### config.mk
export PLATFORM = sky130hd
export DESIGN_NAME = obfa_div_step
export DESIGN_NICKNAME = d
export VERILOG_FILES = /design/src/rtl/obfa_pkg.sv /design/src/rtl/obfa_div_step.sv
export SDC_FILE = /design/constraint.sdc
export NUM_CORES = 1
export LEC_CHECK = 0
export ABC_AREA = 1
export BUFFER_PORTS_ARGS = -buffer_cell sky130_fd_sc_hd__buf_2
export CORE_MARGIN = 4
export CORE_UTILIZATION = 43
export DETAILED_ROUTE_END_ITERATION = 16
export GPL_ROUTABILITY_DRIVEN = 0
export PLACE_DENSITY = 0.72
export SETUP_SLACK_MARGIN = 0.3
export SLEW_MARGIN = 20
export SYNTH_ARGS = -nofsm -noshare
export SYNTH_HDL_FRONTEND = slang
export SYNTH_SLANG_ARGS = --single-unit
### constraint.sdc
create_clock -name clk -period 2.7 [get_ports clk]
set_clock_uncertainty 0.1 [all_clocks]
set_input_delay 0.405 -clock clk [delete_from_list [all_inputs] [get_ports clk]]
set_output_delay 0.405 -clock clk [all_outputs]
set_load 0.02 [all_outputs]
### src/rtl/obfa_pkg.sv
// ----------------------------------------------------------------------------
// obfa_pkg
// Shared types and constants of the orthonormal basis pipeline.
// ----------------------------------------------------------------------------
package obfa_pkg;

  localparam int FIELD_W = 16;

  localparam int LANE_XX = 0;
  localparam int LANE_XZ = 1;
  localparam int LANE_ZZ = 2;

  localparam logic signed [FIELD_W-1:0] THRESH_RESET = -16'sd16383;

  typedef struct packed {
    logic signed [FIELD_W-1:0] axis_x;
    logic signed [FIELD_W-1:0] axis_y;
    logic signed [FIELD_W-1:0] axis_z;
  } axis_t;

  typedef struct packed {
    logic signed [FIELD_W-1:0] first_x;
    logic signed [FIELD_W-1:0] first_y;
    logic signed [FIELD_W-1:0] first_z;
    logic signed [FIELD_W-1:0] second_x;
    logic signed [FIELD_W-1:0] second_y;
    logic signed [FIELD_W-1:0] second_z;
    logic                      singular;
  } basis_t;

  typedef struct packed {
    logic valid;
    logic singular;
    logic neg;
  } ctl_t;

endpackage

### src/rtl/obfa_div_step.sv
// ----------------------------------------------------------------------------
// obfa_div_step
// One restoring division stage: settles one quotient bit in each of the
// three lanes against the shared divisor.
// ----------------------------------------------------------------------------
module obfa_div_step #(
  parameter int SHIFT = 0,
  parameter int SW    = 18,
  parameter int CW    = 34,
  parameter int QW    = 17
) (
  input  logic                                clk,
  input  logic                                rst_n,
  input  obfa_pkg::ctl_t                      ctl_i,
  input  logic signed [obfa_pkg::FIELD_W-1:0] x_i,
  input  logic signed [obfa_pkg::FIELD_W-1:0] z_i,
  input  logic [SW-1:0]                       den_i,
  input  logic [2:0][CW-1:0]                  rem_i,
  input  logic [2:0][QW-1:0]                  quo_i,
  output obfa_pkg::ctl_t                      ctl_o,
  output logic signed [obfa_pkg::FIELD_W-1:0] x_o,
  output logic signed [obfa_pkg::FIELD_W-1:0] z_o,
  output logic [SW-1:0]                       den_o,
  output logic [2:0][CW-1:0]                  rem_o,
  output logic [2:0][QW-1:0]                  quo_o
);

  obfa_pkg::ctl_t                       ctl_r;
  logic signed [obfa_pkg::FIELD_W-1:0]  x_r, z_r;
  logic [SW-1:0]                        den_r;
  logic [2:0][CW-1:0]                   rem_r, rem_nxt;
  logic [2:0][QW-1:0]                   quo_r, quo_nxt;
  logic [CW-1:0]                        dsh;
  logic [2:0]                           ge;

  always_comb begin
    dsh = CW'(den_i) << SHIFT;
    for (int k = 0; k < 3; k++) begin
      ge[k]      = rem_i[k] >= dsh;
      rem_nxt[k] = ge[k] ? rem_i[k] - dsh : rem_i[k];
      quo_nxt[k] = {quo_i[k][QW-2:0], ge[k]};
    end
  end

  always_ff @(posedge clk) begin
    if (!rst_n) begin
      ctl_r <= '0;
    end else begin
      ctl_r <= ctl_i;
    end
    x_r   <= x_i;
    z_r   <= z_i;
    den_r <= den_i;
    rem_r <= rem_nxt;
    quo_r <= quo_nxt;
  end

  assign ctl_o = ctl_r;
  assign x_o   = x_r;
  assign z_o   = z_r;
  assign den_o = den_r;
  assign rem_o = rem_r;
  assign quo_o = quo_r;

endmodule

==> results.ini <==
[run_status]
status = completed

[synth]
synth_seq_area_share = 0.382
ys_ff_latch = 206
synth_common_cells = nand2_1 (403), dfxtp_1 (206), inv_1 (185)
synth_edf_count = 0
synth_flop_cell = dfxtp_1
syn_inst = 1466
synthArstFlopShare = 0
yosysWarnings = 0
ys_types = 41
synthesis.area_um2 = 10800
syn-num-nets = 1731
yosys-top-cells-area = dfxtp_1 (38%), nand2_1 (14%), inv_1 (6.4%), ha_1 (6.3%), nor2_1 (5.1%)
yosysTopAreaCell = dfxtp_1
syn_avg_cell_area_um2 = 7.36
yosysMostFrequentCell = nand2_1
synth_top_cell_area_share = 0.382

[setup_path]
cp.arrival_ns = 2.64
critical_path_required_ns = 3.05
cp_max_fo = 16
path_class = in -> reg
cp-end-kind = flip-flop
start_kind = input port

[floorplanning]
io_pins = 414
core_area_um2 = 24500
die_w_um = 166
die-area_um2 = 27700
rows = 57
die_y_um = 166
floorplan.initialDensity = 0.440

[routing]
drtIter0Drc = 835
vias = 11949
wirelength_um = 40700
drc_errors = 0
avgViaCountPerCell = 5.01
ant_nets = 0
wl_per_cell_um = 17.1
first_pass_iters = 6

[pwr]
p_switching_w = 0.00284
p_leak_nw = 7.59
pwr-share-seq = 0.385
swShare = 0.318
power.density_nw_per_um2 = 577
ir_drop_mv = 0.434
power_frac_comb = 0.271
intPower_w = 0.00608
power_w = 0.00891
clkPwrFrac = 0.344

[sta]
maxSlewHeadroom = 0.706
hold_viol = 0
slew_viol_final = 0
setup_tns_ns = 0
max_freq_mhz = 436
period_share = 0.850
worstMarginPinSlew_ns = 0.436
min_period_ns = 2.29
rsz0062_at_grt = true
setup_viol = 0

[min_path]
min_path_type = in -> reg
min_delay_path_depth = 3
hold_end = rem_o[17]$_DFF_P_
worst_hold_startpoint = rem_i[17]

[cts]
clockBufferDepth = 3
cts_buffers = 22
clkTransAtPathRegs_ns = 0.06
clock_sinks = 206
root_buffer = clkbuf_16
cts_max_level = 1
tritoncts = done

[job]
cap_violations = 0

[global_route]
grt_overflow = 0
grt_util_all_layers = 0.281
grt_start_max_net_pins = 19
grt_pass1_wl_um = 63100
first_global_vias = 11917
antenna_found_initial = 9

[final_layout]
area_growth_pct = 43.2
drive_gt1_frac = 0.316
layout.nets = 2304
post-route-util = 0.630

[place]
dp_hpwl_um = 31600
port_buffers = 410

==> worst max-delay path by stage <==
stage               slack (ns)       from                 to
CTS                       0.33   den_i[4]  rem_o[13]$_DFF_P_
finish                    0.41  rem_i[77]  rem_o[80]$_DFF_P_
global route              0.26   den_i[4]  rem_o[13]$_DFF_P_
detailed placement        0.07   den_i[0]  rem_o[81]$_DFF_P_
floorplan                 0.48   rem_i[0]   rem_o[0]$_DFF_P_
global placement          0.11   den_i[0]  rem_o[46]$_DFF_P_
==> cells in the final DEF (no fill, tap or decap), types with 3 or more instances in the layout <==
| master | netlist | final |
|---|---|---|
| nand3_4 | 3 | 3 |
| a21oi_1 | 75 | 70 |
| nand3_1 | 78 | 77 |
| inv_2 | 6 | 7 |
| a21oi_2 | 27 | 32 |
| buf_2 | 1 | 410 |
| clkbuf_8 | 0 | 4 |
| nor3_1 | 22 | 21 |
| diode_2 | 0 | 6 |
| buf_4 | 0 | 30 |
| nor2_4 | 5 | 6 |
| nor4_1 | 4 | 4 |
| nand4_1 | 27 | 27 |
| nand2_1 | 403 | 402 |
| ha_4 | 0 | 3 |
| dfxtp_1 | 206 | 206 |
| clkbuf_16 | 0 | 22 |
| nand3b_1 | 11 | 11 |
| xnor2_1 | 43 | 42 |
| o21ai_2 | 44 | 44 |
| clkinv_2 | 0 | 6 |
| or2_2 | 3 | 3 |
| a21boi_0 | 3 | 3 |
| dlygate4sd3_1 | 0 | 112 |
| nor2_1 | 148 | 143 |
| xor2_1 | 4 | 4 |
| fa_1 | 3 | 3 |
| a211oi_1 | 3 | 3 |
| buf_12 | 5 | 9 |
| inv_1 | 185 | 184 |
| o21bai_1 | 3 | 3 |
| nor2_2 | 10 | 14 |
| nand2_2 | 37 | 38 |
| o21ai_0 | 32 | 32 |
| ha_1 | 54 | 49 |
==> area by class of cell <==
cell class	count	area, um^2
clock inverters	12	130
diodes	6	15.0
multi-input cells	1054	5840
clock buffers	27	609
inverters	193	739
repair buffers	562	3590
fillers	2188	9080
well taps	324	405
flip-flops and latches	206	4120
==> layer usage <==
metal / global-route usage / up-vias / wire [um]
met5: 0 / - / 52
met4: 0.0854 / 6 / 1350
met3: 0.0628 / 108 / 3880
met2: 0.484 / 571 / 19100
met1: 0.352 / 5422 / 16400
li1: - / 5842 / -
==> power groups by stage <==
stage / clock network (W) / logic [W] / registers [W]
6_report: 0.00307 / 0.00242 / 0.00343
5_1_grt: 0.00326 / 0.00261 / 0.00346
4_1_cts: 0.00313 / 0.00236 / 0.00343
3_5_place_dp: 0 / 0.00222 / 0.00349
3_3_place_gp: 0 / 0.00220 / 0.00348
2_1_floorplan: 0 / 0.000950 / 0.00389
==> stage by stage <==
step                      setup slack (ns)  instances  cell area (um^2)  hold WS (ns)
after floorplan                      0.476       1466             10800         0.333
after global placement               0.113       2224             13400         0.407
after detailed placement            0.0750       2224             13400         0.409
after CTS                            0.331       2375             15300       0.00316
after global routing                 0.264       2382             15400        0.0123
final                                0.406       2384             15500        0.0188
==> state kept, by name, indices dropped and copies added (netlist names) <==
| name | count |
|---|---|
| x_o | 16 |
| ctl_o | 3 |
| rem_o | 102 |
| z_o | 16 |
| den_o | 18 |
| quo_o | 51 |
==> critical path: stages <==
cell and delay [ns]:
dlygate4sd3_1 0.56, buf_2 0.15, ha_1 0.32, a21oi_1 0.20, o21ai_0 0.15, inv_1 0.08, nand2_1 0.10, nand2_2 0.11
nand3_4 0.10, inv_8 0.16, buf_12 0.18, nand2_2 0.06, o21ai_2 0.05
==> logic make-up (layout without fill, tap and decap cells) <==
group	after synthesis	count (layout)	synth area share
xor+xnor	47	47	0.0381
flops	206	206	0.382
fa+ha+maj	57	57	0.0682
simple gates	760	760	0.309
compound gates	190	190	0.116
other cells	0	6	0
buf+inv	206	794	0.0866
==> repair_timing <==
| item | in CTS | in global routing |
|---|---|---|
| gates resized for setup | 0 | 25 |
| setup endpoints to repair | 0 | 95 |
| setup buffers | 0 | 3 |
| endpoints found under the hold margin | 109 | 0 |
| hold buffers | 112 | 0 |
Note: power is estimated with default switching activity, not from simulation.
