--- config.mk ---
export PLATFORM = sky130hd
export DESIGN_NAME = obfa_prep
export DESIGN_NICKNAME = d
export VERILOG_FILES = /design/src/rtl/obfa_pkg.sv /design/src/rtl/obfa_prep.sv
export SDC_FILE = /design/constraint.sdc
export NUM_CORES = 2
export LEC_CHECK = 0
export ABC_AREA = 1
export BUFFER_PORTS_ARGS = -buffer_cell sky130_fd_sc_hd__buf_2
export CAP_MARGIN = 10
export CELL_PAD_IN_SITES_DETAIL_PLACEMENT = 1
export CELL_PAD_IN_SITES_GLOBAL_PLACEMENT = 2
export CORE_MARGIN = 2
export CORE_UTILIZATION = 43
export CTS_CLUSTER_SIZE = 20
export DETAILED_ROUTE_END_ITERATION = 8
export PLACE_DENSITY = 0.88
export SLEW_MARGIN = 20
export SYNTH_ARGS = -nofsm -noshare
export SYNTH_HDL_FRONTEND = slang
export SYNTH_SLANG_ARGS = --single-unit
--- constraint.sdc ---
create_clock -name clk -period 14.35 [get_ports clk]
set_clock_uncertainty 0.1 [all_clocks]
set_input_delay 4.305 -clock clk [delete_from_list [all_inputs] [get_ports clk]]
set_output_delay 4.305 -clock clk [all_outputs]
set_load 0.005 [all_outputs]
--- src/rtl/obfa_pkg.sv ---
// ----------------------------------------------------------------------------
// obfa_pkg
// Shared types and constants of the orthonormal basis pipeline.
// ----------------------------------------------------------------------------
package obfa_pkg;

  localparam int FIELD_W = 16;

  localparam int LANE_XX = 0;
  localparam int LANE_XZ = 1;
  localparam int LANE_ZZ = 2;

  localparam logic signed [FIELD_W-1:0] THRESH_RESET = -16'sd16383;

  typedef struct packed {
    logic signed [FIELD_W-1:0] axis_x;
    logic signed [FIELD_W-1:0] axis_y;
    logic signed [FIELD_W-1:0] axis_z;
  } axis_t;

  typedef struct packed {
    logic signed [FIELD_W-1:0] first_x;
    logic signed [FIELD_W-1:0] first_y;
    logic signed [FIELD_W-1:0] first_z;
    logic signed [FIELD_W-1:0] second_x;
    logic signed [FIELD_W-1:0] second_y;
    logic signed [FIELD_W-1:0] second_z;
    logic                      singular;
  } basis_t;

  typedef struct packed {
    logic valid;
    logic singular;
    logic neg;
  } ctl_t;

endpackage

--- src/rtl/obfa_prep.sv ---
// ----------------------------------------------------------------------------
// obfa_prep
// Two front stages: products, denominator and fallback test, then the
// rounded dividends 2|n|+d and the divisor 2d for the quotient pipeline.
// ----------------------------------------------------------------------------
module obfa_prep #(
  parameter int FRAC_BITS = 14,
  parameter int SW        = 18,
  parameter int CW        = 34
) (
  input  logic                                   clk,
  input  logic                                   rst_n,
  input  logic                                   in_valid,
  input  obfa_pkg::axis_t                        in_axis,
  input  logic signed [obfa_pkg::FIELD_W-1:0]    thresh,
  output obfa_pkg::ctl_t                         ctl_o,
  output logic signed [obfa_pkg::FIELD_W-1:0]    x_o,
  output logic signed [obfa_pkg::FIELD_W-1:0]    z_o,
  output logic [SW-1:0]                          den_o,
  output logic [2:0][CW-1:0]                     rem_o
);

  localparam logic signed [SW-1:0] ONE_S = SW'(1) << FRAC_BITS;

  logic                                 v1_r;
  logic                                 sing1_r;
  logic signed [obfa_pkg::FIELD_W-1:0]  x1_r, z1_r;
  logic signed [31:0]                   xx1_r, xz1_r, zz1_r;
  logic signed [SW-1:0]                 d1_r;

  logic signed [SW-1:0]                 d_nxt;
  logic                                 sing_nxt;
  logic signed [31:0]                   xx_nxt, xz_nxt, zz_nxt;

  obfa_pkg::ctl_t                       ctl2_r;
  logic signed [obfa_pkg::FIELD_W-1:0]  x2_r, z2_r;
  logic [SW-1:0]                        den2_r, den2_nxt;
  logic [2:0][CW-1:0]                   rem2_r, rem2_nxt;
  logic [31:0]                          mag_xz;

  always_comb begin
    d_nxt    = ONE_S + SW'(in_axis.axis_y);
    sing_nxt = (in_axis.axis_y < thresh) || d_nxt[SW-1] || (d_nxt == '0);
    xx_nxt   = in_axis.axis_x * in_axis.axis_x;
    xz_nxt   = in_axis.axis_x * in_axis.axis_z;
    zz_nxt   = in_axis.axis_z * in_axis.axis_z;
  end

  always_ff @(posedge clk) begin
    if (!rst_n) begin
      v1_r <= 1'b0;
    end else begin
      v1_r <= in_valid;
    end
    sing1_r <= sing_nxt;
    x1_r    <= in_axis.axis_x;
    z1_r    <= in_axis.axis_z;
    xx1_r   <= xx_nxt;
    xz1_r   <= xz_nxt;
    zz1_r   <= zz_nxt;
    d1_r    <= d_nxt;
  end

  always_comb begin
    mag_xz   = xz1_r[31] ? 32'(-xz1_r) : 32'(xz1_r);
    den2_nxt = {d1_r[SW-2:0], 1'b0};
    rem2_nxt[obfa_pkg::LANE_XX] = (CW'(32'(xx1_r)) << 1) + CW'(d1_r[SW-2:0]);
    rem2_nxt[obfa_pkg::LANE_XZ] = (CW'(mag_xz) << 1) + CW'(d1_r[SW-2:0]);
    rem2_nxt[obfa_pkg::LANE_ZZ] = (CW'(32'(zz1_r)) << 1) + CW'(d1_r[SW-2:0]);
  end

  always_ff @(posedge clk) begin
    if (!rst_n) begin
      ctl2_r <= '0;
    end else begin
      ctl2_r.valid    <= v1_r;
      ctl2_r.singular <= sing1_r;
      ctl2_r.neg      <= xz1_r[31];
    end
    x2_r   <= x1_r;
    z2_r   <= z1_r;
    den2_r <= den2_nxt;
    rem2_r <= rem2_nxt;
  end

  assign ctl_o = ctl2_r;
  assign x_o   = x2_r;
  assign z_o   = z2_r;
  assign den_o = den2_r;
  assign rem_o = rem2_r;

endmodule

==> results.txt <==
Status: completed
RSZ-0062 raised after global routing: false
Setup-failing EPs final: 0
Synth area leader: fa_1
CORE AREA: 90150 um2
Input/output buffers: 220
DR pass1 iterations: 5
RR Startpoint: xz1_r[31]
Endpoint type of the worst setup path: flop
Postcts setup bufs: 0
Post-DRT Antenna Nets: 0
Cell area after synthesis: 39150 um2
Hold Path Stages: 0
Vias in the first global route: 32970
Tcrit/Tclk final: 71.47%
CTS H-tree depth: 2
Routed wire per std cell: 17.77 um
Most common cell in the netlist: inv_1
Crit-path max FO: 34
EDFF count, synth: 0
R2R Setup Slk: 10.56 ns
NumNets Final: 5892
Clock root buffer: clkbuf_16
Sequential element share of the synthesized area: 15.03%
Total Wirelength: 106200 um
Yosys cell types: 55
Post-CTS sizing: 0
Clk buf depth: 3
Worst EP required: 14.79 ns
FFs w/ async S/R, synth: 0%
HPWL after DPL: 86070 um
Num rows: 110
Tightest Hold Check Type: flop to flop
Die Wd: 305.7 um
TritonCTS buffer count: 37
Filler instances: 10870
Hold Fails Final Rpt: 0
Most frequent cells after synthesis: inv_1 (1312), nand2_1 (884), fa_1 (736)
Synth-to-layout area growth: 9.349%
Final GP Congestion: 0.8552
Residual DRC count: 0
Syn avg cell area: 8.497 um2
Top post-synthesis cells by area: fa_1 (38%), dfxtp_1 (15%), inv_1 (13%)
Min cycle time layout: 10.26 ns
Die Y: 305.7 um
Synth Register Bits: 294
Yosys warning total: 0
1st-iter DRT viols: 1408
Routed vias: 29070
Worst EP arrival: 10.70 ns
Antenna violations before repair: 2
Cell count of the worst reg-to-reg path: 15
Worst-path clk slew: 0.05 ns
Number of max-cap violations: 0
Full die area: 93470 um2
Share of layout cells above drive strength 1: 8.172%
Worst Setup Path Type: input pin to flop
Congestion Overflow GR: 0
Worst Hold Launch: x1_r[10]
Initial cell density of the core: 43.42%
# IOs: 222
Worst slew pin tran: 1.027 ns
Post-synth top area share: 37.64%
CTS tree: done
Hold buffer count at CTS: 0
Predominant post-synthesis flop cell: dfxtp_1
Largest net degree at the start of global routing: 41
Final Max Tran Viols: 0
Worst-Skew Late Latency: 0.63 ns
Crit start category: input pin
Setup_tns: 0 ns
GR Util All Layers: 23.87%
Clock sink total: 294
First-pass GRT wire length: 174600 um
Mean number of vias per cell: 4.866
Worst slew margin: 31.45%
Worst R2R End: rem_o[61]
Maximum clock rate: 0.09750 GHz
Hold path endpoint: x_o[10]
Cell count after synthesis: 4607
-- stage by stage --
stage                     std cells  cell area, um2  hold slack [ns]  setup WS (ns)  util [%]
after detailed placement       5908           41440           0.2142          3.443     45.97
after global routing           5973           42800           0.2304          3.674     47.48
after global placement         5908           41440           0.2099          3.576     45.97
after CTS                      5973           42800           0.2267          4.086     47.48
after floorplan                4608           39150           0.2096          4.418         -
final                          5974           42810           0.2238          4.093     47.48
-- worst max-delay path, cell delays in order --
cell     delay, ns
buf_2         0.73
nand2_1       0.14
inv_1         0.10
fa_1          0.55
fa_1          0.92
fa_1          0.53
fa_1          0.50
fa_1          0.49
inv_1         0.05
fa_1          0.48
inv_1         0.04
ha_1          0.37
nand2_1       0.14
nor4_1        0.48
nand3_1       0.14
nand3_1       0.20
nand2_1       0.08
nand2_1       0.11
nand2_1       0.07
nand2_1       0.09
xor2_1        0.16
-- flip-flops by register name, indices dropped and copies added (netlist names) --
register	cells
x1_r	15
d1_r	17
z_o	16
den_o	16
sing1_r	1
zz1_r	31
ctl_o	3
v1_r	1
z1_r	15
x_o	16
xz1_r	32
xx1_r	31
rem_o	100
-- metal layers --
metal	part of all wire, %	global-route usage [%]	routed length [um]
met1	43	30.95	46170
met2	49	41.53	52130
met5	0.011	0	12
met4	2.7	6.175	2862
met3	4.7	3.716	4985
-- placed cells by master, fill, tap and decap left out, types with 27 or more instances in the layout --
cell type  count
inv_1       1312
nand2_1      884
fa_1         736
ha_1         318
dfxtp_1      294
buf_2        220
nor2_1       176
xor2_1       156
a21oi_1      147
nand3_1       84
o21ai_0       70
xnor2_1       61
clkbuf_16     37
nand4_1       36
nor3_1        28
a21o_1        27
-- area by class of cell --
class / instances / area (um2) / area share [%]
Antenna cell: 1 / 2.502 / 0.005846
Clock buffer: 43 / 988.4 / 2.309
Clock inverter: 22 / 376.6 / 0.8798
Inverter: 1322 / 4962 / 11.59
Multi-Input combinational cell: 2871 / 27830 / 65.02
Sequential cell: 294 / 5886 / 13.75
Tap cell: 1176 / 1471 / 3.437
Timing Repair Buffer: 245 / 1289 / 3.011
-- worst max path at each step --
stage / startpoint / to / slack (ns) / cells after the start
final: in_axis[35] / xx1_r[29] / 4.09 / 21
after global placement: in_axis[33] / xx1_r[29] / 3.58 / 21
after floorplan: in_axis[15] / zz1_r[31] / 4.42 / 21
after global routing: in_axis[33] / xx1_r[29] / 3.67 / 21
after detailed placement: in_axis[35] / xx1_r[29] / 3.44 / 21
after CTS: in_axis[35] / xx1_r[29] / 4.09 / 21
-- logic make-up (layout without fill, tap and decap cells) --
| family | Yosys count | in the layout | synth area share [%] |
|---|---|---|---|
| fa+ha+maj | 1054 | 1054 | 47.80 |
| compound gates | 307 | 307 | 4.561 |
| other cells | 1 | 3 | 0.009579 |
| buf+inv | 1443 | 1632 | 13.88 |
| xor+xnor | 217 | 217 | 4.855 |
| simple gates | 1291 | 1291 | 13.86 |
| flops | 294 | 294 | 15.03 |
Power is left out: the tool's default activity adds up to more than one toggle a clock period on the data nets, which glitch-free logic cannot reach.
