**src/rtl/obfa_pkg.sv**
```systemverilog
// ----------------------------------------------------------------------------
// obfa_pkg
// Shared types and constants of the orthonormal basis pipeline.
// ----------------------------------------------------------------------------
package obfa_pkg;

  localparam int FIELD_W = 16;

  localparam int LANE_XX = 0;
  localparam int LANE_XZ = 1;
  localparam int LANE_ZZ = 2;

  localparam logic signed [FIELD_W-1:0] THRESH_RESET = -16'sd16383;

  typedef struct packed {
    logic signed [FIELD_W-1:0] axis_x;
    logic signed [FIELD_W-1:0] axis_y;
    logic signed [FIELD_W-1:0] axis_z;
  } axis_t;

  typedef struct packed {
    logic signed [FIELD_W-1:0] first_x;
    logic signed [FIELD_W-1:0] first_y;
    logic signed [FIELD_W-1:0] first_z;
    logic signed [FIELD_W-1:0] second_x;
    logic signed [FIELD_W-1:0] second_y;
    logic signed [FIELD_W-1:0] second_z;
    logic                      singular;
  } basis_t;

  typedef struct packed {
    logic valid;
    logic singular;
    logic neg;
  } ctl_t;

endpackage

```
**src/rtl/obfa_finish.sv**
```systemverilog
// ----------------------------------------------------------------------------
// obfa_finish
// Output stage: clamp quotients, form the basis components, saturate to
// plus or minus one and substitute the fallback frame.
// ----------------------------------------------------------------------------
module obfa_finish #(
  parameter int FRAC_BITS = 14,
  parameter int QW        = 17
) (
  input  logic                                clk,
  input  logic                                rst_n,
  input  obfa_pkg::ctl_t                      ctl_i,
  input  logic signed [obfa_pkg::FIELD_W-1:0] x_i,
  input  logic signed [obfa_pkg::FIELD_W-1:0] z_i,
  input  logic [2:0][QW-1:0]                  quo_i,
  output logic                                out_valid,
  output obfa_pkg::basis_t                    out_data
);

  localparam int EW = (FRAC_BITS + 4 > 18) ? FRAC_BITS + 4 : 18;
  localparam logic signed [EW-1:0] ONE_E = EW'(1) << FRAC_BITS;
  localparam logic signed [EW-1:0] NEG_ONE_E = -ONE_E;
  localparam logic [obfa_pkg::FIELD_W-1:0] NEG_ONE_F = NEG_ONE_E[obfa_pkg::FIELD_W-1:0];

  function automatic logic [obfa_pkg::FIELD_W-1:0] sat_unit(input logic signed [EW-1:0] v);
    logic signed [EW-1:0] c;
    c = v;
    if (v > ONE_E) begin
      c = ONE_E;
    end else if (v < -ONE_E) begin
      c = -ONE_E;
    end
    return c[obfa_pkg::FIELD_W-1:0];
  endfunction

  logic [2:0][QW-2:0]        qeff;
  logic signed [EW-1:0]      qs [3];
  logic signed [EW-1:0]      tv;
  obfa_pkg::basis_t          data_r, data_nxt;
  logic                      valid_r;

  always_comb begin
    for (int k = 0; k < 3; k++) begin
      qeff[k] = quo_i[k][QW-1] ? '1 : quo_i[k][QW-2:0];
      qs[k]   = signed'(EW'(qeff[k]));
    end
    tv = ctl_i.neg ? qs[obfa_pkg::LANE_XZ] : -qs[obfa_pkg::LANE_XZ];
    if (ctl_i.singular) begin
      data_nxt          = '0;
      data_nxt.first_x  = NEG_ONE_F;
      data_nxt.second_z = NEG_ONE_F;
      data_nxt.singular = 1'b1;
    end else begin
      data_nxt.first_x  = sat_unit(ONE_E - qs[obfa_pkg::LANE_XX]);
      data_nxt.first_y  = sat_unit(-EW'(x_i));
      data_nxt.first_z  = sat_unit(tv);
      data_nxt.second_x = sat_unit(tv);
      data_nxt.second_y = sat_unit(-EW'(z_i));
      data_nxt.second_z = sat_unit(ONE_E - qs[obfa_pkg::LANE_ZZ]);
      data_nxt.singular = 1'b0;
    end
  end

  always_ff @(posedge clk) begin
    if (!rst_n) begin
      valid_r <= 1'b0;
    end else begin
      valid_r <= ctl_i.valid;
    end
    data_r <= data_nxt;
  end

  assign out_valid = valid_r;
  assign out_data  = data_r;

endmodule

```
**config.mk**
```make
export PLATFORM = sky130hd
export DESIGN_NAME = obfa_finish
export DESIGN_NICKNAME = d
export VERILOG_FILES = /design/src/rtl/obfa_pkg.sv /design/src/rtl/obfa_finish.sv
export SDC_FILE = /design/constraint.sdc
export NUM_CORES = 1
export LEC_CHECK = 0
export BUFFER_PORTS_ARGS = -buffer_cell sky130_fd_sc_hd__buf_2
export CORE_MARGIN = 1.5
export CORE_UTILIZATION = 30
export CTS_BUF_LIST = sky130_fd_sc_hd__clkbuf_16
export DETAILED_ROUTE_END_ITERATION = 8
export PLACE_DENSITY = 0.63
export SETUP_SLACK_MARGIN = 0.2
export SYNTH_ARGS = -nofsm -noshare
export SYNTH_HDL_FRONTEND = slang
export SYNTH_SLANG_ARGS = --single-unit
export TNS_END_PERCENT = 30
```
**constraint.sdc**
```tcl
create_clock -name clk -period 3.5 [get_ports clk]
set_input_delay 0 -clock clk [delete_from_list [all_inputs] [get_ports clk]]
set_output_delay 0 -clock clk [all_outputs]
set_load 0.01 [all_outputs]
```
==> results.py <==
metrics = {
    "clock_tree": {
        "h-tree-depth": 3,
        "clk_path_buf_depth": 2,
        "cts_tree": "yes",
        "cts_buffers": 9,
        "path_clk_slew_ns": 0.06,
        "clock-root-buffer": "clkbuf_16",
        "clock_sinks": 82,
    },
    "synth": {
        "synth_compound_gate_area_share_pct": 15.5,
        "yosys.area_share.simple_pct": 31.7,
        "synth_fp_nets": 679,
        "synthFlopType": "dfxtp_1",
        "synth_edf_count": 0,
        "syn-cell-area_um2": 4760,
        "avgSynthCellArea_um2": 8.15,
        "async_flop_share_pct": 0,
        "synth_cells": 584,
        "yosys.area_share.xor_xnor_pct": 9.39,
        "yosysUniqueCellTypes": 68,
        "ys_ff_latch": 82,
        "synth_mux_area_share_pct": 1.05,
        "synth_top_family_by_area": "simple AND/OR/NAND/NOR gates",
        "synth.yosys.seq_area_share_pct": 34.5,
        "yosysWarnings": 0,
        "synthAdderAreaFrac_pct": 1.84,
    },
    "hold_path": {
        "hold_class": "in -> reg",
        "min-delay-start": "x_i[6]",
        "whs_path_depth": 3,
        "min_to": "out_data[71]",
    },
    "floorplan": {
        "num_rows": 45,
        "io_pins": 186,
        "dieArea_um2": 16600,
        "core_um2": 15400,
        "die_y_um": 129,
        "initial_core_util_pct": 31.0,
        "die_x_um": 129,
    },
    "route": {
        "via_per_inst": 4.93,
        "postRouteAntennaNets": 0,
        "drc": 0,
        "firstDrtPassIters": 4,
        "wl_um": 13400,
        "wl_per_cell_um": 13.6,
        "first_iter_violations": 289,
        "route.vias.total": 4856,
    },
    "grt": {
        "grt_pass1_wl_um": 21500,
        "grt_usage_pct": 16.2,
        "grt_max_degree": 24,
        "grt_pass1_vias": 4461,
        "antenna_found_initial": 1,
        "gr-total-overflow": 0,
    },
    "timing": {
        "max_freq_mhz": 350,
        "timing_hold_violations_final": 0,
        "setup_viol": 0,
        "period_needed_ns": 2.86,
        "rsz0062_at_grt": "false",
        "fin_tns_setup_ns": 0,
        "relSlewSlack_pct": 55.1,
        "finalMaxSlewViolations": 0,
        "worst_slew_pin_slew_ns": 0.667,
        "finalCritPeriodShare_pct": 81.7,
    },
    "worst_setup_path": {
        "max_stage_delay_ns": 0.55,
        "cp.required_ns": 3.75,
        "crit_path_top_delay_cell": "or4_1",
        "path_class": "in -> reg",
        "crit_arrival_ns": 3.11,
        "crit_chain": "dlygate4sd3_1, buf_2, nor2_1, ha_1, nor4b_1, nand4_1, or4_1, a221oi_1, a31oi_1, buf_4, a211oi_1",
        "cp_max_fo": 10,
        "critical_path_buf_inv_count": 3,
        "cpLargestDelayFamily": "simple AND/OR/NAND/NOR gates",
        "worst_setup_path_start_kind": "input pin",
        "endpoint_kind": "flip-flop",
    },
    "pwr": {
        "powerDensity_nw_per_um2": 376,
        "vdd_ir_drop_max_uv": 207,
        "leakage_nw": 2.71,
    },
    "cells_and_area": {
        "final_common_cell": "buf_2",
        "drive_gt1_share_pct": 29.9,
        "antenna_cells": 0,
        "syn2layout_area_growth_pct": 32.4,
        "stdcell_area_um2": 6300,
        "num-fill-cells": 1580,
        "fin_nets": 863,
        "mostFrequentLayoutCells": "buf_2 (185), nor2_1 (89), dfxtp_1 (82)",
    },
    "placed_design": {
        "port_buffers": 185,
        "dp_hpwl_um": 10200,
        "routabilityCongestion": 0.832,
        "dpl-instance-area_um2": 5780,
    },
    "outcome": {
        "status": "completed",
    },
    "run": {
        "max_cap_viol_count": 0,
    },
}
[power by group]
group | switching (W) | leakage (nW) | internal [W] | total [W]
Combinational | 0.000230 | 1.89 | 0.000163 | 0.000393
Clock | 0.000378 | 0.154 | 0.000617 | 0.000996
Sequential | 0.0000107 | 0.670 | 0.000967 | 0.000978
Total | 0.000619 | 2.71 | 0.00175 | 0.00237
[kinds of logic (layout without fill, tap and decap cells)]
kind of cell	after synthesis	count (layout)
compound gates	99	99
xor+xnor	51	51
fa+ha+maj	7	7
buf+inv	56	245
flops	82	82
mux	5	5
simple gates	284	284
[worst min-delay path, stage by stage]
cell and delay (ns):
buf_2 0.12, xnor2_1 0.09, nor3_2 0.08
[cells in the mapped netlist, types with 4 or more instances]
| cell type | count | area share [%] |
|---|---|---|
| nor3b_1 | 4 | 0.63 |
| nor2b_1 | 4 | 0.53 |
| clkbuf_1 | 18 | 1.4 |
| or4_1 | 4 | 0.63 |
| or3_1 | 5 | 0.66 |
| a21boi_0 | 8 | 1.3 |
| mux2i_1 | 5 | 1.1 |
| and3_1 | 4 | 0.53 |
| dfxtp_1 | 82 | 34 |
| nor4_1 | 18 | 2.4 |
| buf_4 | 16 | 2.5 |
| nand3_1 | 17 | 1.8 |
| a21oi_1 | 13 | 1.4 |
| nor2_1 | 89 | 7.0 |
| nand2b_1 | 4 | 0.53 |
| o21a_1 | 8 | 1.3 |
| xnor2_1 | 24 | 4.4 |
| o21ai_0 | 13 | 1.4 |
| nor3_2 | 10 | 2.1 |
| a31oi_1 | 8 | 1.1 |
| ha_1 | 7 | 1.8 |
| or2_2 | 4 | 0.53 |
| xor2_1 | 27 | 5.0 |
| nor3_1 | 56 | 5.9 |
| o31ai_1 | 5 | 0.79 |
| a2111oi_0 | 4 | 0.74 |
| nand4_1 | 11 | 1.4 |
| nand2_1 | 32 | 2.5 |
| nor4b_1 | 5 | 0.92 |
| inv_1 | 15 | 1.2 |
[layout make-up]
type	count	area (µm²)	area share, %
inverter	15	56.3	0.894
clock buffer	9	225	3.57
clock inverter	7	85.1	1.35
tap	211	264	4.19
sequential	82	1640	26.1
timing repair buffer	214	1190	18.9
multi-input combinational	446	2830	45.0
[state kept, by name (all words and copies together) (netlist names)]
register	cells
out_data	81
out_valid	1
[timing repair]
action,4_1_cts,5_1_grt
gates resized for setup,0,1
endpoints found under the hold margin,18,0
hold buffers,20,0
buffers inserted,0,0
endpoints found under the setup margin,0,1
[layer usage]
layer  vias up  track usage (%)  wire [µm]
li1       2482                -          -
met1      2199             21.1       6120
met2       153             26.3       6350
met3        22             3.20        653
met4         0             6.28        305
met5         -                0          0
[how the worst max path moves through the flow]
stage | startpoint | slack [ns] | depth (start not counted) | endpoint
after global routing | quo_i[16] | 0.30 | 10 | out_data[86]
final | quo_i[17] | 0.64 | 11 | out_data[34]
after CTS | quo_i[34] | 0.59 | 10 | out_data[5]
after global placement | quo_i[50] | 0.69 | 9 | out_data[5]
after detailed placement | quo_i[50] | 0.66 | 9 | out_data[5]
after floorplan | quo_i[50] | 0.93 | 11 | out_data[8]
[metrics by stage]
step / utilization (%) / instances / hold slack (ns) / power (W) / worst slack (ns)
5_1_grt: 41.0 / 984 / 0.0171 / 0.00248 / 0.302
3_5_place_dp: 37.6 / 948 / 0.214 / 0.00137 / 0.663
4_1_cts: 40.9 / 984 / 0.000161 / 0.00240 / 0.591
2_1_floorplan: - / 584 / 0.0277 / 0.00121 / 0.934
6_report: 41.0 / 984 / 0.0108 / 0.00237 / 0.639
3_3_place_gp: 37.6 / 948 / 0.225 / 0.00137 / 0.691
No activity file was read; power rests on OpenSTA's default activity.
